## src/hw/rtl/rpo_pkg.sv

```systemverilog
// Shared types and constants for the RGBA pixel point operations block.
package rpo_pkg;

    localparam int unsigned CH_W  = 8;
    localparam int unsigned PIX_W = 32;
    localparam int unsigned OFS_W = 9;
    localparam int unsigned IDX_W = 3;
    localparam int unsigned DAT_W = 9;

    localparam logic [CH_W-1:0] CH_MAX = 8'hff;

    // Operation codes held in the mode register.
    localparam logic [2:0] MODE_INVERT = 3'd0;
    localparam logic [2:0] MODE_MONO   = 3'd1;
    localparam logic [2:0] MODE_NIGHT  = 3'd2;
    localparam logic [2:0] MODE_THRESH = 3'd3;
    localparam logic [2:0] MODE_OFFSET = 3'd4;

    // Configuration register indexes.
    localparam logic [IDX_W-1:0] REG_MODE         = 3'd0;
    localparam logic [IDX_W-1:0] REG_THRESH_RED   = 3'd1;
    localparam logic [IDX_W-1:0] REG_THRESH_GREEN = 3'd2;
    localparam logic [IDX_W-1:0] REG_THRESH_BLUE  = 3'd3;
    localparam logic [IDX_W-1:0] REG_OFFSET_RED   = 3'd4;
    localparam logic [IDX_W-1:0] REG_OFFSET_GREEN = 3'd5;
    localparam logic [IDX_W-1:0] REG_OFFSET_BLUE  = 3'd6;

    // Divide-by-3 of a channel sum (max 765): (sum * 683) >> 11 is exact below 2048.
    localparam int unsigned    SUM_W      = 10;
    localparam int unsigned    RECIP_W    = 10;
    localparam int unsigned    RECIP_SH   = 11;
    localparam logic [RECIP_W-1:0] RECIP3 = 10'd683;

    typedef struct packed {
        logic [2:0]             mode;
        logic [CH_W-1:0]        thresh_red;
        logic [CH_W-1:0]        thresh_green;
        logic [CH_W-1:0]        thresh_blue;
        logic signed [OFS_W-1:0] offset_red;
        logic signed [OFS_W-1:0] offset_green;
        logic signed [OFS_W-1:0] offset_blue;
    } t_cfg;

endpackage

```

## src/hw/rtl/rpo_pixel_op.sv

```systemverilog
// Combinational per-pixel datapath: invert, mono, night vision, threshold, offset.
module rpo_pixel_op (
    input  rpo_pkg::t_cfg                 i_cfg,
    input  logic [rpo_pkg::PIX_W-1:0]     i_pixel,
    output logic [rpo_pkg::PIX_W-1:0]     o_pixel
);

    logic [rpo_pkg::CH_W-1:0] red, green, blue, alpha;
    logic [rpo_pkg::CH_W-1:0] red_o, green_o, blue_o;
    logic [rpo_pkg::SUM_W-1:0] sum;
    logic [rpo_pkg::SUM_W+rpo_pkg::RECIP_W-1:0] prod;
    logic [rpo_pkg::CH_W-1:0] avg;

    // Offset add with clamp to 0..255; 10-bit signed covers -256..510.
    function automatic logic [rpo_pkg::CH_W-1:0] add_sat(
        input logic [rpo_pkg::CH_W-1:0]          c,
        input logic signed [rpo_pkg::OFS_W-1:0]  ofs
    );
        logic signed [rpo_pkg::CH_W+1:0] v;
        v = $signed({2'b00, c}) + $signed({ofs[rpo_pkg::OFS_W-1], ofs});
        if (v[rpo_pkg::CH_W+1]) begin
            add_sat = '0;
        end else if (v[rpo_pkg::CH_W]) begin
            add_sat = rpo_pkg::CH_MAX;
        end else begin
            add_sat = v[rpo_pkg::CH_W-1:0];
        end
    endfunction

    assign red   = i_pixel[31:24];
    assign green = i_pixel[23:16];
    assign blue  = i_pixel[15:8];
    assign alpha = i_pixel[7:0];

    assign sum  = {2'b00, red} + {2'b00, green} + {2'b00, blue};
    assign prod = sum * rpo_pkg::RECIP3;
    assign avg  = prod[rpo_pkg::RECIP_SH +: rpo_pkg::CH_W];

    always_comb begin
        red_o   = red;
        green_o = green;
        blue_o  = blue;
        case (i_cfg.mode)
            rpo_pkg::MODE_INVERT: begin
                red_o   = rpo_pkg::CH_MAX - red;
                green_o = rpo_pkg::CH_MAX - green;
                blue_o  = rpo_pkg::CH_MAX - blue;
            end
            rpo_pkg::MODE_MONO: begin
                red_o   = avg;
                green_o = avg;
                blue_o  = avg;
            end
            rpo_pkg::MODE_NIGHT: begin
                red_o   = '0;
                green_o = avg;
                blue_o  = '0;
            end
            rpo_pkg::MODE_THRESH: begin
                red_o   = (red   >= i_cfg.thresh_red)   ? red   : '0;
                green_o = (green >= i_cfg.thresh_green) ? green : '0;
                blue_o  = (blue  >= i_cfg.thresh_blue)  ? blue  : '0;
            end
            rpo_pkg::MODE_OFFSET: begin
                red_o   = add_sat(red,   i_cfg.offset_red);
                green_o = add_sat(green, i_cfg.offset_green);
                blue_o  = add_sat(blue,  i_cfg.offset_blue);
            end
            default: begin
                // unused codes pass the pixel through
                red_o   = red;
                green_o = green;
                blue_o  = blue;
            end
        endcase
    end

    assign o_pixel = {red_o, green_o, blue_o, alpha};

endmodule

```

## src/hw/rtl/rgba_pixel_point_ops.sv

```systemverilog
// Top level of the RGBA pixel point operations block: handshakes, config, pipeline.
//
// One RGBA8888 pixel (red in bits 31..24, alpha in 7..0) goes in per request and one
// processed pixel comes out, alpha copied unchanged. The mode register selects invert,
// monochrome, night vision, per-channel threshold, or signed per-channel offset with
// saturation (equal offsets give a brightness change); mode codes 5..7 pass the pixel
// through. The block is a two-register pipeline: an input register, then one pass of
// short logic (an adder tree, a small constant multiply for the divide by three, and
// per-channel compares/adds) into the result register. It sustains one pixel per
// clock with no bubbles as long as the sink keeps i_out_ready high. A stalled sink
// holds the full result register and, once it fills, the input register; backpressure
// reaches o_in_ready in the same cycle. Config writes are always accepted (o_cfg_ready
// is tied high); indexes past the register list are dropped. Change the config only
// while no pixel is in flight.
module rgba_pixel_point_ops (
    input  logic                          i_clk,
    input  logic                          i_rst_n,
    // pixel input
    input  logic                          i_in_valid,
    output logic                          o_in_ready,
    input  logic [rpo_pkg::PIX_W-1:0]     i_pixel_in,
    // pixel output
    output logic                          o_out_valid,
    input  logic                          i_out_ready,
    output logic [rpo_pkg::PIX_W-1:0]     o_pixel_out,
    // config write
    input  logic                          i_cfg_valid,
    output logic                          o_cfg_ready,
    input  logic [rpo_pkg::IDX_W-1:0]     i_cfg_index,
    input  logic [rpo_pkg::DAT_W-1:0]     i_cfg_data
);

    rpo_pkg::t_cfg r_cfg, n_cfg;

    logic                         r_s1_valid;
    logic [rpo_pkg::PIX_W-1:0]    r_s1_pixel;
    logic                         r_out_valid;
    logic [rpo_pkg::PIX_W-1:0]    r_out_pixel;

    logic                         out_load;
    logic                         s1_load;
    logic [rpo_pkg::PIX_W-1:0]    op_pixel;

    // Config register file
    assign o_cfg_ready = 1'b1;

    always_comb begin
        n_cfg = r_cfg;
        if (i_cfg_valid) begin
            case (i_cfg_index)
                rpo_pkg::REG_MODE:         n_cfg.mode         = i_cfg_data[2:0];
                rpo_pkg::REG_THRESH_RED:   n_cfg.thresh_red   = i_cfg_data[7:0];
                rpo_pkg::REG_THRESH_GREEN: n_cfg.thresh_green = i_cfg_data[7:0];
                rpo_pkg::REG_THRESH_BLUE:  n_cfg.thresh_blue  = i_cfg_data[7:0];
                rpo_pkg::REG_OFFSET_RED:   n_cfg.offset_red   = $signed(i_cfg_data);
                rpo_pkg::REG_OFFSET_GREEN: n_cfg.offset_green = $signed(i_cfg_data);
                rpo_pkg::REG_OFFSET_BLUE:  n_cfg.offset_blue  = $signed(i_cfg_data);
                default: begin
                    // no register at this index: drop the write
                    n_cfg = r_cfg;
                end
            endcase
        end
    end

    always_ff @(posedge i_clk) begin
        if (!i_rst_n) begin
            r_cfg <= '0;
        end else begin
            r_cfg <= n_cfg;
        end
    end

    // Pipeline control: result register loads when empty or being drained,
    // input register loads when empty or moving forward.
    assign out_load   = !r_out_valid || i_out_ready;
    assign s1_load    = !r_s1_valid || out_load;
    assign o_in_ready = s1_load;

    always_ff @(posedge i_clk) begin
        if (!i_rst_n) begin
            r_s1_valid  <= 1'b0;
            r_out_valid <= 1'b0;
        end else begin
            if (s1_load) begin
                r_s1_valid <= i_in_valid;
            end
            if (out_load) begin
                r_out_valid <= r_s1_valid;
            end
        end
    end

    always_ff @(posedge i_clk) begin
        if (s1_load && i_in_valid) begin
            r_s1_pixel <= i_pixel_in;
        end
        if (out_load && r_s1_valid) begin
            r_out_pixel <= op_pixel;
        end
    end

    rpo_pixel_op u_pixel_op (
        .i_cfg   (r_cfg),
        .i_pixel (r_s1_pixel),
        .o_pixel (op_pixel)
    );

    assign o_out_valid = r_out_valid;
    assign o_pixel_out = r_out_pixel;

endmodule

```

## config.mk

```make
export PLATFORM = sky130hd
export DESIGN_NAME = rgba_pixel_point_ops
export DESIGN_NICKNAME = d
export VERILOG_FILES = /design/src/hw/rtl/rpo_pkg.sv /design/src/hw/rtl/rpo_pixel_op.sv /design/src/hw/rtl/rgba_pixel_point_ops.sv
export SDC_FILE = /design/constraint.sdc
export NUM_CORES = 1
export LEC_CHECK = 0
export BUFFER_PORTS_ARGS = -buffer_cell sky130_fd_sc_hd__buf_2
export CORE_MARGIN = 5
export CORE_UTILIZATION = 50
export DETAILED_ROUTE_END_ITERATION = 12
export PLACE_DENSITY = 0.69
export RECOVER_POWER = 100
export SETUP_SLACK_MARGIN = 0.15
export SLEW_MARGIN = 5
export SYNTH_ARGS = -nofsm -noshare
export SYNTH_HDL_FRONTEND = slang
export SYNTH_SLANG_ARGS = --single-unit
```

## constraint.sdc

```tcl
create_clock -name i_clk -period 9.35 [get_ports i_clk]
set_input_delay 1.87 -clock i_clk [delete_from_list [all_inputs] [get_ports i_clk]]
set_output_delay 1.87 -clock i_clk [all_outputs]
set_load 0.02 [all_outputs]
```

==> impl_metrics.yaml, run 1 <==
outcome:
  outcome: "finished with violations"
  violations: "max-capacitance violations, max-slew violations"
clock_tree:
  post_cts_buffers: 0
  cts_sinks: 120
  insertion_delay_ns: 0.43
  cts_hold_buf: 0
  htree_levels: 4
  root_buffer: "clkbuf_16"
  clockBufferDepth: 2
  post_cts_resized: 0
  numCtsBuffers: 17
  clk_pin_slew_worst_paths_ns: 0.06
  cts_tree: "done"
placement:
  io_buffers: 82
  dpl.cell_count: 1191
  gp_congestion: 0.8925
  dp_hpwl_mm: 17.73
logic_synthesis:
  ys_seq_area_share_pct: 35.24
  synthesis.area_um2: 8636
  synthCells: 899
  synth_top_area_share_pct: 22.25
  yosysWarnings: 0
  yosys_register_bits: 120
  syn_avg_cell_area_um2: 9.606
  ys.flop_type: "edfxtp_1"
  synthDistinctLibCells: 60
  synth-edff-count: 64
  synth_area_leaders: "edfxtp_1, ha_1, dfxtp_1"
  synth_top_area_cell: "edfxtp_1"
  synth_nets: 1096
  ys_async_sr_fraction_pct: 0
floorplanning:
  dieArea_um2: 20000
  io_pins: 84
  die_width_um: 141.4
  chipHeight_um: 141.4
  rows: 48
  initial_core_util_pct: 50.45
  core_area_um2: 17120
grt:
  track_usage_pct: 22.71
  grt_antenna_before_repair: 0
  grt_pass1_vias: 6497
  overflow: 0
  grt_max_degree: 57
  grt_pass1_wl_mm: 35.10
flow_run:
  maxCapViolCount: 2
critical_path:
  cp.arrival_ns: 7.62
  reg2reg_slack_ns: 1.98
  r2r-end: "o_pixel_out[30]$_DFFE_PP_"
  r2r_start: "r_s1_pixel[16]$_DFFE_PP_"
  worst_setup_path_start_kind: "flip-flop"
  crit_fanout: 6
  path_class: "reg2reg"
  end_kind: "flip-flop"
  crit_end: "o_pixel_out[30]$_DFFE_PP_"
  reg2reg_depth: 27
  cp_common_cell: "ha_1"
  startpoint: "r_s1_pixel[16]$_DFFE_PP_"
  crit_path_top_delay_cell: "fa_1"
  crit_family: "adder cells"
  critical_path_depth: 27
  crit_buf_inv: 1
  critPathRequiredTime_ns: 9.61
  critPathMaxStageDelay_ns: 0.57
detailed_routing:
  drtAntennaViolNets: 0
  drtPass1Iterations: 5
  dr_wl_met2_mm: 10.55
  vias: 6660
  post_drt_via_cell_ratio: 5.446
  drt-total-wl_mm: 22.29
  first_iter_violations: 422
  avgRoutedWirePerCell_um: 18.23
  drc: 0
  dr.max_layer_used: "met4"
  routed-wl-met3_mm: 1.008
  routedLengthMet1_mm: 10.11
timing:
  slew_headroom_pct: -101.1
  fin_crit_sh_pct: 78.79
  fin_worst_skew_ns: 0.01307
  setup_tns_ns: 0
  slew_viol_final: 90
  holdWs_ns: 0.4166
  finalCriticalPeriod_ns: 7.366
  timing_hold_violations_final: 0
  rsz0062_at_grt: "false"
  setup_viol: 0
  fmax_mhz: 135.8
  tightest_slew_ns: 3.010
worst_hold_path:
  hold_depth: 0
  hold_path_class: "reg2reg"
final_layout:
  diodes: 0
  nets: 1182
  area_delta_synth_final_pct: 13.75
  multi_input_area_um2: 5211
  drive_above_1_share_pct: 8.717
  instances_no_fill: 1223
  seqCellArea_um2: 3043
  fillers: 1576
cell usage after synthesis (5+ instances only):
cell type	number
nand2_1	146
ha_1	123
inv_1	80
edfxtp_1	64
dfxtp_1	56
a21boi_0	51
o21ai_0	41
nor2_1	40
a21oi_1	33
xnor2_1	29
fa_1	25
a21o_1	18
nor2b_1	18
o21a_1	15
clkbuf_1	14
nand3_1	14
nand2b_1	13
o2111ai_1	13
xor2_1	11
o211ai_1	10
a211oi_1	8
mux2i_1	8
a31oi_1	6
nor3_1	6
o21ai_1	5
metal layers:
| layer | track usage [%] | up-vias |
|---|---|---|
| li1 | - | 3361 |
| met1 | 30.62 | 3072 |
| met2 | 37.55 | 180 |
| met3 | 3.337 | 47 |
| met4 | 7.879 | 0 |
| met5 | 0 | - |
worst reg2reg max path: cells and delay by family, from the launching register on:
| family | cells | cell delay, ns |
|---|---|---|
| compound gates | 10 | 2.14 |
| xor+xnor | 2 | 0.48 |
| buf+inv | 1 | 0.06 |
| simple gates | 5 | 0.76 |
| flops | 1 | 0.45 |
| fa+ha+maj | 9 | 3.32 |
per-stage QoR:
| step | setup slack (ns) | cell area (um2) | util, % |
|---|---|---|---|
| 2_1_floorplan | 2.835 | 8636 | - |
| 3_3_place_gp | 2.347 | 9283 | 54.23 |
| 3_5_place_dp | 2.229 | 9283 | 54.23 |
| 4_1_cts | 2.200 | 9888 | 57.77 |
| 5_1_grt | 1.443 | 9823 | 57.39 |
| 6_report | 1.984 | 9823 | 57.39 |
sequential cells by signal, indices dropped and copies added, names as in the netlist:
signal	flops
o_pixel_out	32
r_s1_pixel	32
o_out_valid	1
r_s1_valid	1
r_cfg	54
kinds of logic (layout without fill, tap and decap cells):
family,Yosys count,count (layout),share of synthesized area (%)
adders and majority gates,148,148,23.62
xor gates and xnor gates,42,42,4.433
other,1,1,0.04342
and+or+nand+nor,254,254,13.01
DFF,120,120,35.24
muxes,8,8,0.9273
AOI/OAI and AO/OA,228,228,18.39
buffers and inverters,98,197,4.347
how the worst min path moves through the flow:
stage                                       start                       end  slack (ns)
after CTS                 r_s1_pixel[4]$_DFFE_PP_  o_pixel_out[4]$_DFFE_PP_        0.42
after detailed placement  r_s1_pixel[0]$_DFFE_PP_  o_pixel_out[0]$_DFFE_PP_        0.40
after global routing      r_s1_pixel[0]$_DFFE_PP_  o_pixel_out[0]$_DFFE_PP_        0.43
final                     r_s1_pixel[4]$_DFFE_PP_  o_pixel_out[4]$_DFFE_PP_        0.42
after floorplan           r_s1_pixel[0]$_DFFE_PP_  o_pixel_out[0]$_DFFE_PP_        0.40
after global placement    r_s1_pixel[2]$_DFFE_PP_  o_pixel_out[2]$_DFFE_PP_        0.40
layout by cell type (no fill, tap or decap), types with 5 or more instances in the layout:
| cell | Yosys | final |
|---|---|---|
| a211oi_1 | 8 | 8 |
| a21boi_0 | 51 | 51 |
| a21o_1 | 18 | 18 |
| a21oi_1 | 33 | 34 |
| a31oi_1 | 6 | 6 |
| buf_2 | 3 | 44 |
| clkbuf_1 | 14 | 39 |
| clkbuf_16 | 0 | 17 |
| dfxtp_1 | 56 | 56 |
| edfxtp_1 | 64 | 64 |
| fa_1 | 25 | 25 |
| ha_1 | 123 | 123 |
| inv_1 | 80 | 80 |
| inv_6 | 0 | 5 |
| mux2i_1 | 8 | 8 |
| nand2_1 | 146 | 147 |
| nand2b_1 | 13 | 13 |
| nand3_1 | 14 | 14 |
| nor2_1 | 40 | 40 |
| nor2b_1 | 18 | 18 |
| nor3_1 | 6 | 6 |
| o2111ai_1 | 13 | 13 |
| o211ai_1 | 10 | 10 |
| o21a_1 | 15 | 15 |
| o21ai_0 | 41 | 42 |
| xnor2_1 | 29 | 29 |
| xor2_1 | 11 | 11 |
area by class of cell:
class,instances,area share [%]
repair buffers,85,3.885
well taps,225,2.866
inverters,80,3.057
clock buffers,17,4.331
multi-input cells,681,53.05
flip-flops and latches,120,30.98
clock inverters,15,1.834
Power of run 1 is left out: the tool's default activity adds up to more than one toggle a clock period on the data nets, which glitch-free logic cannot reach.
==> run 2, diff against run 1 <==
--- a/config.mk
+++ b/config.mk
@@ -9,7 +9,7 @@
 export CORE_MARGIN = 5
 export CORE_UTILIZATION = 50
 export DETAILED_ROUTE_END_ITERATION = 12
-export PLACE_DENSITY = 0.69
+export PLACE_DENSITY = 0.72
 export RECOVER_POWER = 100
 export SETUP_SLACK_MARGIN = 0.15
 export SLEW_MARGIN = 5
==> constraint.sdc (replaced) <==
create_clock -name i_clk -period 6.1 [get_ports i_clk]
set_input_delay 1.22 -clock i_clk [delete_from_list [all_inputs] [get_ports i_clk]]
set_output_delay 1.22 -clock i_clk [all_outputs]
set_load 0.02 [all_outputs]
==> impl_metrics.yaml, run 2 (synthesis results as in run 1) <==
timing:
  slew_headroom_pct: -99.86
  setup_ws_ns: -0.4738
  fmax_mhz: 152.1
  rsz0062_at_grt: "true"
  setup_viol: 24
  finalCriticalPeriod_ns: 6.574
  slew_viol_final: 123
  fin_worst_skew_ns: 0.008701
  timing_hold_violations_final: 0
  fin_crit_sh_pct: 107.8
  tightest_slew_ns: 2.992
clock_tree:
  numCtsBuffers: 17
  cts_tree: "done"
  clockBufferDepth: 2
  insertion_delay_ns: 0.42
  cts_sinks: 120
  clk_pin_slew_worst_paths_ns: 0.06
  root_buffer: "clkbuf_16"
  cts_hold_buf: 0
  htree_levels: 4
critical_path:
  critPathRequiredTime_ns: 6.35
  crit_fanout: 5
  crit_path_top_delay_cell: "fa_1"
  cp.arrival_ns: 6.82
  critPathMaxStageDelay_ns: 0.53
  path_class: "reg2reg"
  end_kind: "flip-flop"
  worst_setup_path_start_kind: "flip-flop"
grt:
  use_met2_pct: 40.93
  grt_pass1_vias: 7136
  grt_max_degree: 57
  grt_use_met3_pct: 4.415
  grt_antenna_before_repair: 0
  track_usage_pct: 24.10
  overflow: 0
  busiest_layer: "met2"
  met1_usage_pct: 30.08
  grt_pass1_wl_mm: 37.19
final_layout:
  largest_reg_flops: 54
  final_cell_mix: "nand2_1, ha_1, inv_1, buf_4, edfxtp_1"
  area_delta_synth_final_pct: 25.92
  fin_util_pct: 63.53
  layout_commonest_cell: "nand2_1"
  drive_above_1_share_pct: 20.00
  regMostFlops: "r_cfg"
  diodes: 0
  nets: 1259
floorplanning:
  initial_core_util_pct: 50.45
  core_area_um2: 17120
  chipHeight_um: 141.4
  rows: 48
  io_pins: 84
  dieArea_um2: 20000
  die_width_um: 141.4
detailed_routing:
  drc: 0
  drtPass1Iterations: 4
  post_drt_via_cell_ratio: 5.433
  avgRoutedWirePerCell_um: 18.54
  drtAntennaViolNets: 0
  vias: 7063
  drt-total-wl_mm: 24.10
  first_iter_violations: 348
flow_run:
  maxCapViolCount: 3
placement:
  gp_congestion: 0.9187
  io_buffers: 82
  dp_hpwl_mm: 18.24
worst_hold_path:
  hold_path_class: "reg2reg"
outcome:
  violations: "max-capacitance violations, max-slew violations, negative setup slack"
  outcome: "finished with violations"
## run 2: worst paths after layout
kind / endpoint / slack [ns] / depth (start not counted) / from
worst min-delay path: o_pixel_out[7]$_DFFE_PP_ / 0.42 / 0 / r_s1_pixel[7]$_DFFE_PP_
worst max register to register: o_pixel_out[22]$_DFFE_PP_ / -0.47 / 28 / r_s1_pixel[24]$_DFFE_PP_
worst min register to register: o_pixel_out[7]$_DFFE_PP_ / 0.42 / 0 / r_s1_pixel[7]$_DFFE_PP_
worst max-delay path: o_pixel_out[22]$_DFFE_PP_ / -0.47 / 28 / r_s1_pixel[24]$_DFFE_PP_
## run 2: cell type report
type	instances	area (um2)
clock buffer	26	589.3
clock inverter	6	91.34
fill	1394	6242
inverter	80	300.3
multi-input combinational	681	5604
sequential	120	3043
tap	225	281.5
timing repair buffer	162	964.7
## run 2: per-layer routing
metal  up-vias  share of wire, %
li1       3503                 -
met2       205                49
met3        59               4.4
met4         0               4.2
met1      3296                42
met5         -                 0
## run 2: critical path: cells and delay by family, from the launching register on
family	cells	cell delay, ns
simple gates	5	0.53
compound gates	10	1.70
buf+inv	2	0.19
xor+xnor	2	0.39
fa+ha+maj	9	3.24
flops	1	0.36
## run 2: through the flow
step                      TNS, ns  std cells  setup WS (ns)  hold WS (ns)  area, um2
final                      -8.768       1300        -0.4738        0.4178      10870
after detailed placement   -8.275       1255        -0.4606        0.4054       9869
after global placement     -4.191       1255        -0.2938        0.4008       9869
after global routing       -15.83       1300        -0.7653        0.4219      10870
after floorplan           -0.1893        899       -0.03341        0.4003       8742
after CTS                  -6.675       1293        -0.3884        0.4187      10720
## run 2: timing repair
action	CTS	global route
buffers inserted	6	7
cloned	0	0
resized for setup	20	25
hold endpoints to repair	0	0
setup endpoints to repair	24	24
pin swaps	10	18
Power of run 2 is left out for the same reason.
==> run 3, diff against run 2 <==
--- a/config.mk
+++ b/config.mk
@@ -11,7 +11,6 @@
 export DETAILED_ROUTE_END_ITERATION = 12
 export PLACE_DENSITY = 0.72
 export RECOVER_POWER = 100
-export SETUP_SLACK_MARGIN = 0.15
 export SLEW_MARGIN = 5
 export SYNTH_ARGS = -nofsm -noshare
 export SYNTH_HDL_FRONTEND = slang
==> impl_metrics.yaml, run 3 (synthesis results as in run 1) <==
placement:
  dp_hpwl_mm: 18.65
  gp_congestion: 0.9664
  io_buffers: 82
  placed_area_um2: 9955
detailed_routing:
  drtAntennaViolNets: 0
  drt-total-wl_mm: 24.97
  drtPass1Iterations: 5
  drc: 0
  post_drt_via_cell_ratio: 5.516
  vias: 7309
  first_iter_violations: 486
  avgRoutedWirePerCell_um: 18.84
timing:
  finalCriticalPeriod_ns: 6.624
  fin_worst_skew_ns: 0.009698
  rsz0062_at_grt: "true"
  setup_ws_ns: -0.5241
  slew_headroom_pct: -104.9
  timing_hold_violations_final: 0
  fin_crit_sh_pct: 108.6
  fmax_mhz: 151.0
  slew_viol_final: 123
  holdWs_ns: 0.4164
  setup_viol: 24
  tightest_slew_ns: 3.067
final_layout:
  final_cell_mix: "nand2_1, ha_1, buf_4"
  area_delta_synth_final_pct: 28.05
  layout_commonest_cell: "nand2_1"
  stdcell_area_um2: 11060
  nets: 1284
  diodes: 0
  drive_above_1_share_pct: 21.82
  largest_reg_flops: 54
  fillers: 1365
  regMostFlops: "r_cfg"
critical_path:
  critPathRequiredTime_ns: 6.25
  critical_path_depth: 27
  crit_buf_inv: 2
  reg2reg_slack_ns: -0.52
  crit_family: "adder cells"
  r2r-end: "o_pixel_out[27]$_DFFE_PP_"
  r2r_start: "r_s1_pixel[17]$_DFFE_PP_"
  critPathMaxStageDelay_ns: 0.61
  path_class: "reg2reg"
  end_kind: "flip-flop"
  crit_path_top_delay_cell: "fa_1"
  reg2reg_depth: 27
  crit_fanout: 6
  worst_setup_path_start_kind: "flip-flop"
  cp.arrival_ns: 6.77
grt:
  grt_pass1_vias: 7191
  track_usage_pct: 24.91
  overflow: 0
  grt_pass1_wl_mm: 38.09
  grt_antenna_before_repair: 0
  grt_max_degree: 57
clock_tree:
  clk_pin_slew_worst_paths_ns: 0.06
  clockBufferDepth: 2
  numCtsBuffers: 17
  root_buffer: "clkbuf_16"
  cts_hold_buf: 0
  htree_levels: 4
  insertion_delay_ns: 0.43
  cts_tree: "done"
  cts_sinks: 120
floorplanning:
  core_area_um2: 17120
  dieArea_um2: 20000
  io_pins: 84
  die_width_um: 141.4
  initial_core_util_pct: 50.45
  rows: 48
  chipHeight_um: 141.4
worst_hold_path:
  hold_depth: 0
  worstHoldStart: "r_s1_pixel[6]$_DFFE_PP_"
  hold_end: "o_pixel_out[6]$_DFFE_PP_"
  hold_path_class: "reg2reg"
outcome:
  violations: "max-capacitance violations, max-slew violations, negative setup slack"
  outcome: "finished with violations"
flow_run:
  maxCapViolCount: 3
-- run 3: worst max-delay path by stage --
stage	endpoint	from	slack, ns
after detailed placement	o_pixel_out[26]$_DFFE_PP_	r_s1_pixel[17]$_DFFE_PP_	-0.47
after global placement	o_pixel_out[26]$_DFFE_PP_	r_s1_pixel[16]$_DFFE_PP_	-0.33
final	o_pixel_out[27]$_DFFE_PP_	r_s1_pixel[17]$_DFFE_PP_	-0.52
after global routing	o_pixel_out[27]$_DFFE_PP_	r_s1_pixel[16]$_DFFE_PP_	-0.77
after floorplan	o_pixel_out[15]$_DFFE_PP_	r_s1_pixel[16]$_DFFE_PP_	-0.03
after CTS	o_pixel_out[30]$_DFFE_PP_	r_s1_pixel[16]$_DFFE_PP_	-0.31
-- run 3: routing by layer --
layer	up-vias	track usage, %	routed length, um
li1	3548	-	-
met1	3443	31.11	10450
met2	258	42.11	12210
met3	60	4.247	1150
met4	0	11.72	1154
met5	-	0	0
-- run 3: repair_timing --
item | CTS | global route
setup endpoints to repair | 24 | 24
gates cloned | 0 | 0
buffers inserted | 14 | 9
pin swaps | 26 | 24
endpoints found under the hold margin | 0 | 0
gates resized for setup | 30 | 26
-- run 3: final cells by class --
class                      count  area, um2  area share (%)
multi-input combinational    681       5637           50.97
sequential                   120       3043           27.52
timing repair buffer         187       1161           10.50
clock buffer                  27      598.1           5.408
inverter                      80      300.3           2.716
tap                          225      281.5           2.546
clock inverter                 5      37.54          0.3394
-- run 3: through the flow --
stage	std cells	worst slack, ns	utilization [%]	setup TNS [ns]
finish	1325	-0.5241	64.61	-10.85
global route	1325	-0.7721	64.61	-16.98
CTS	1316	-0.3112	63.57	-5.828
detailed placement	1270	-0.4734	58.16	-8.110
global placement	1270	-0.3312	58.16	-4.688
floorplan	899	-0.03356	-	-0.1765
Power of run 3 is left out for the same reason.
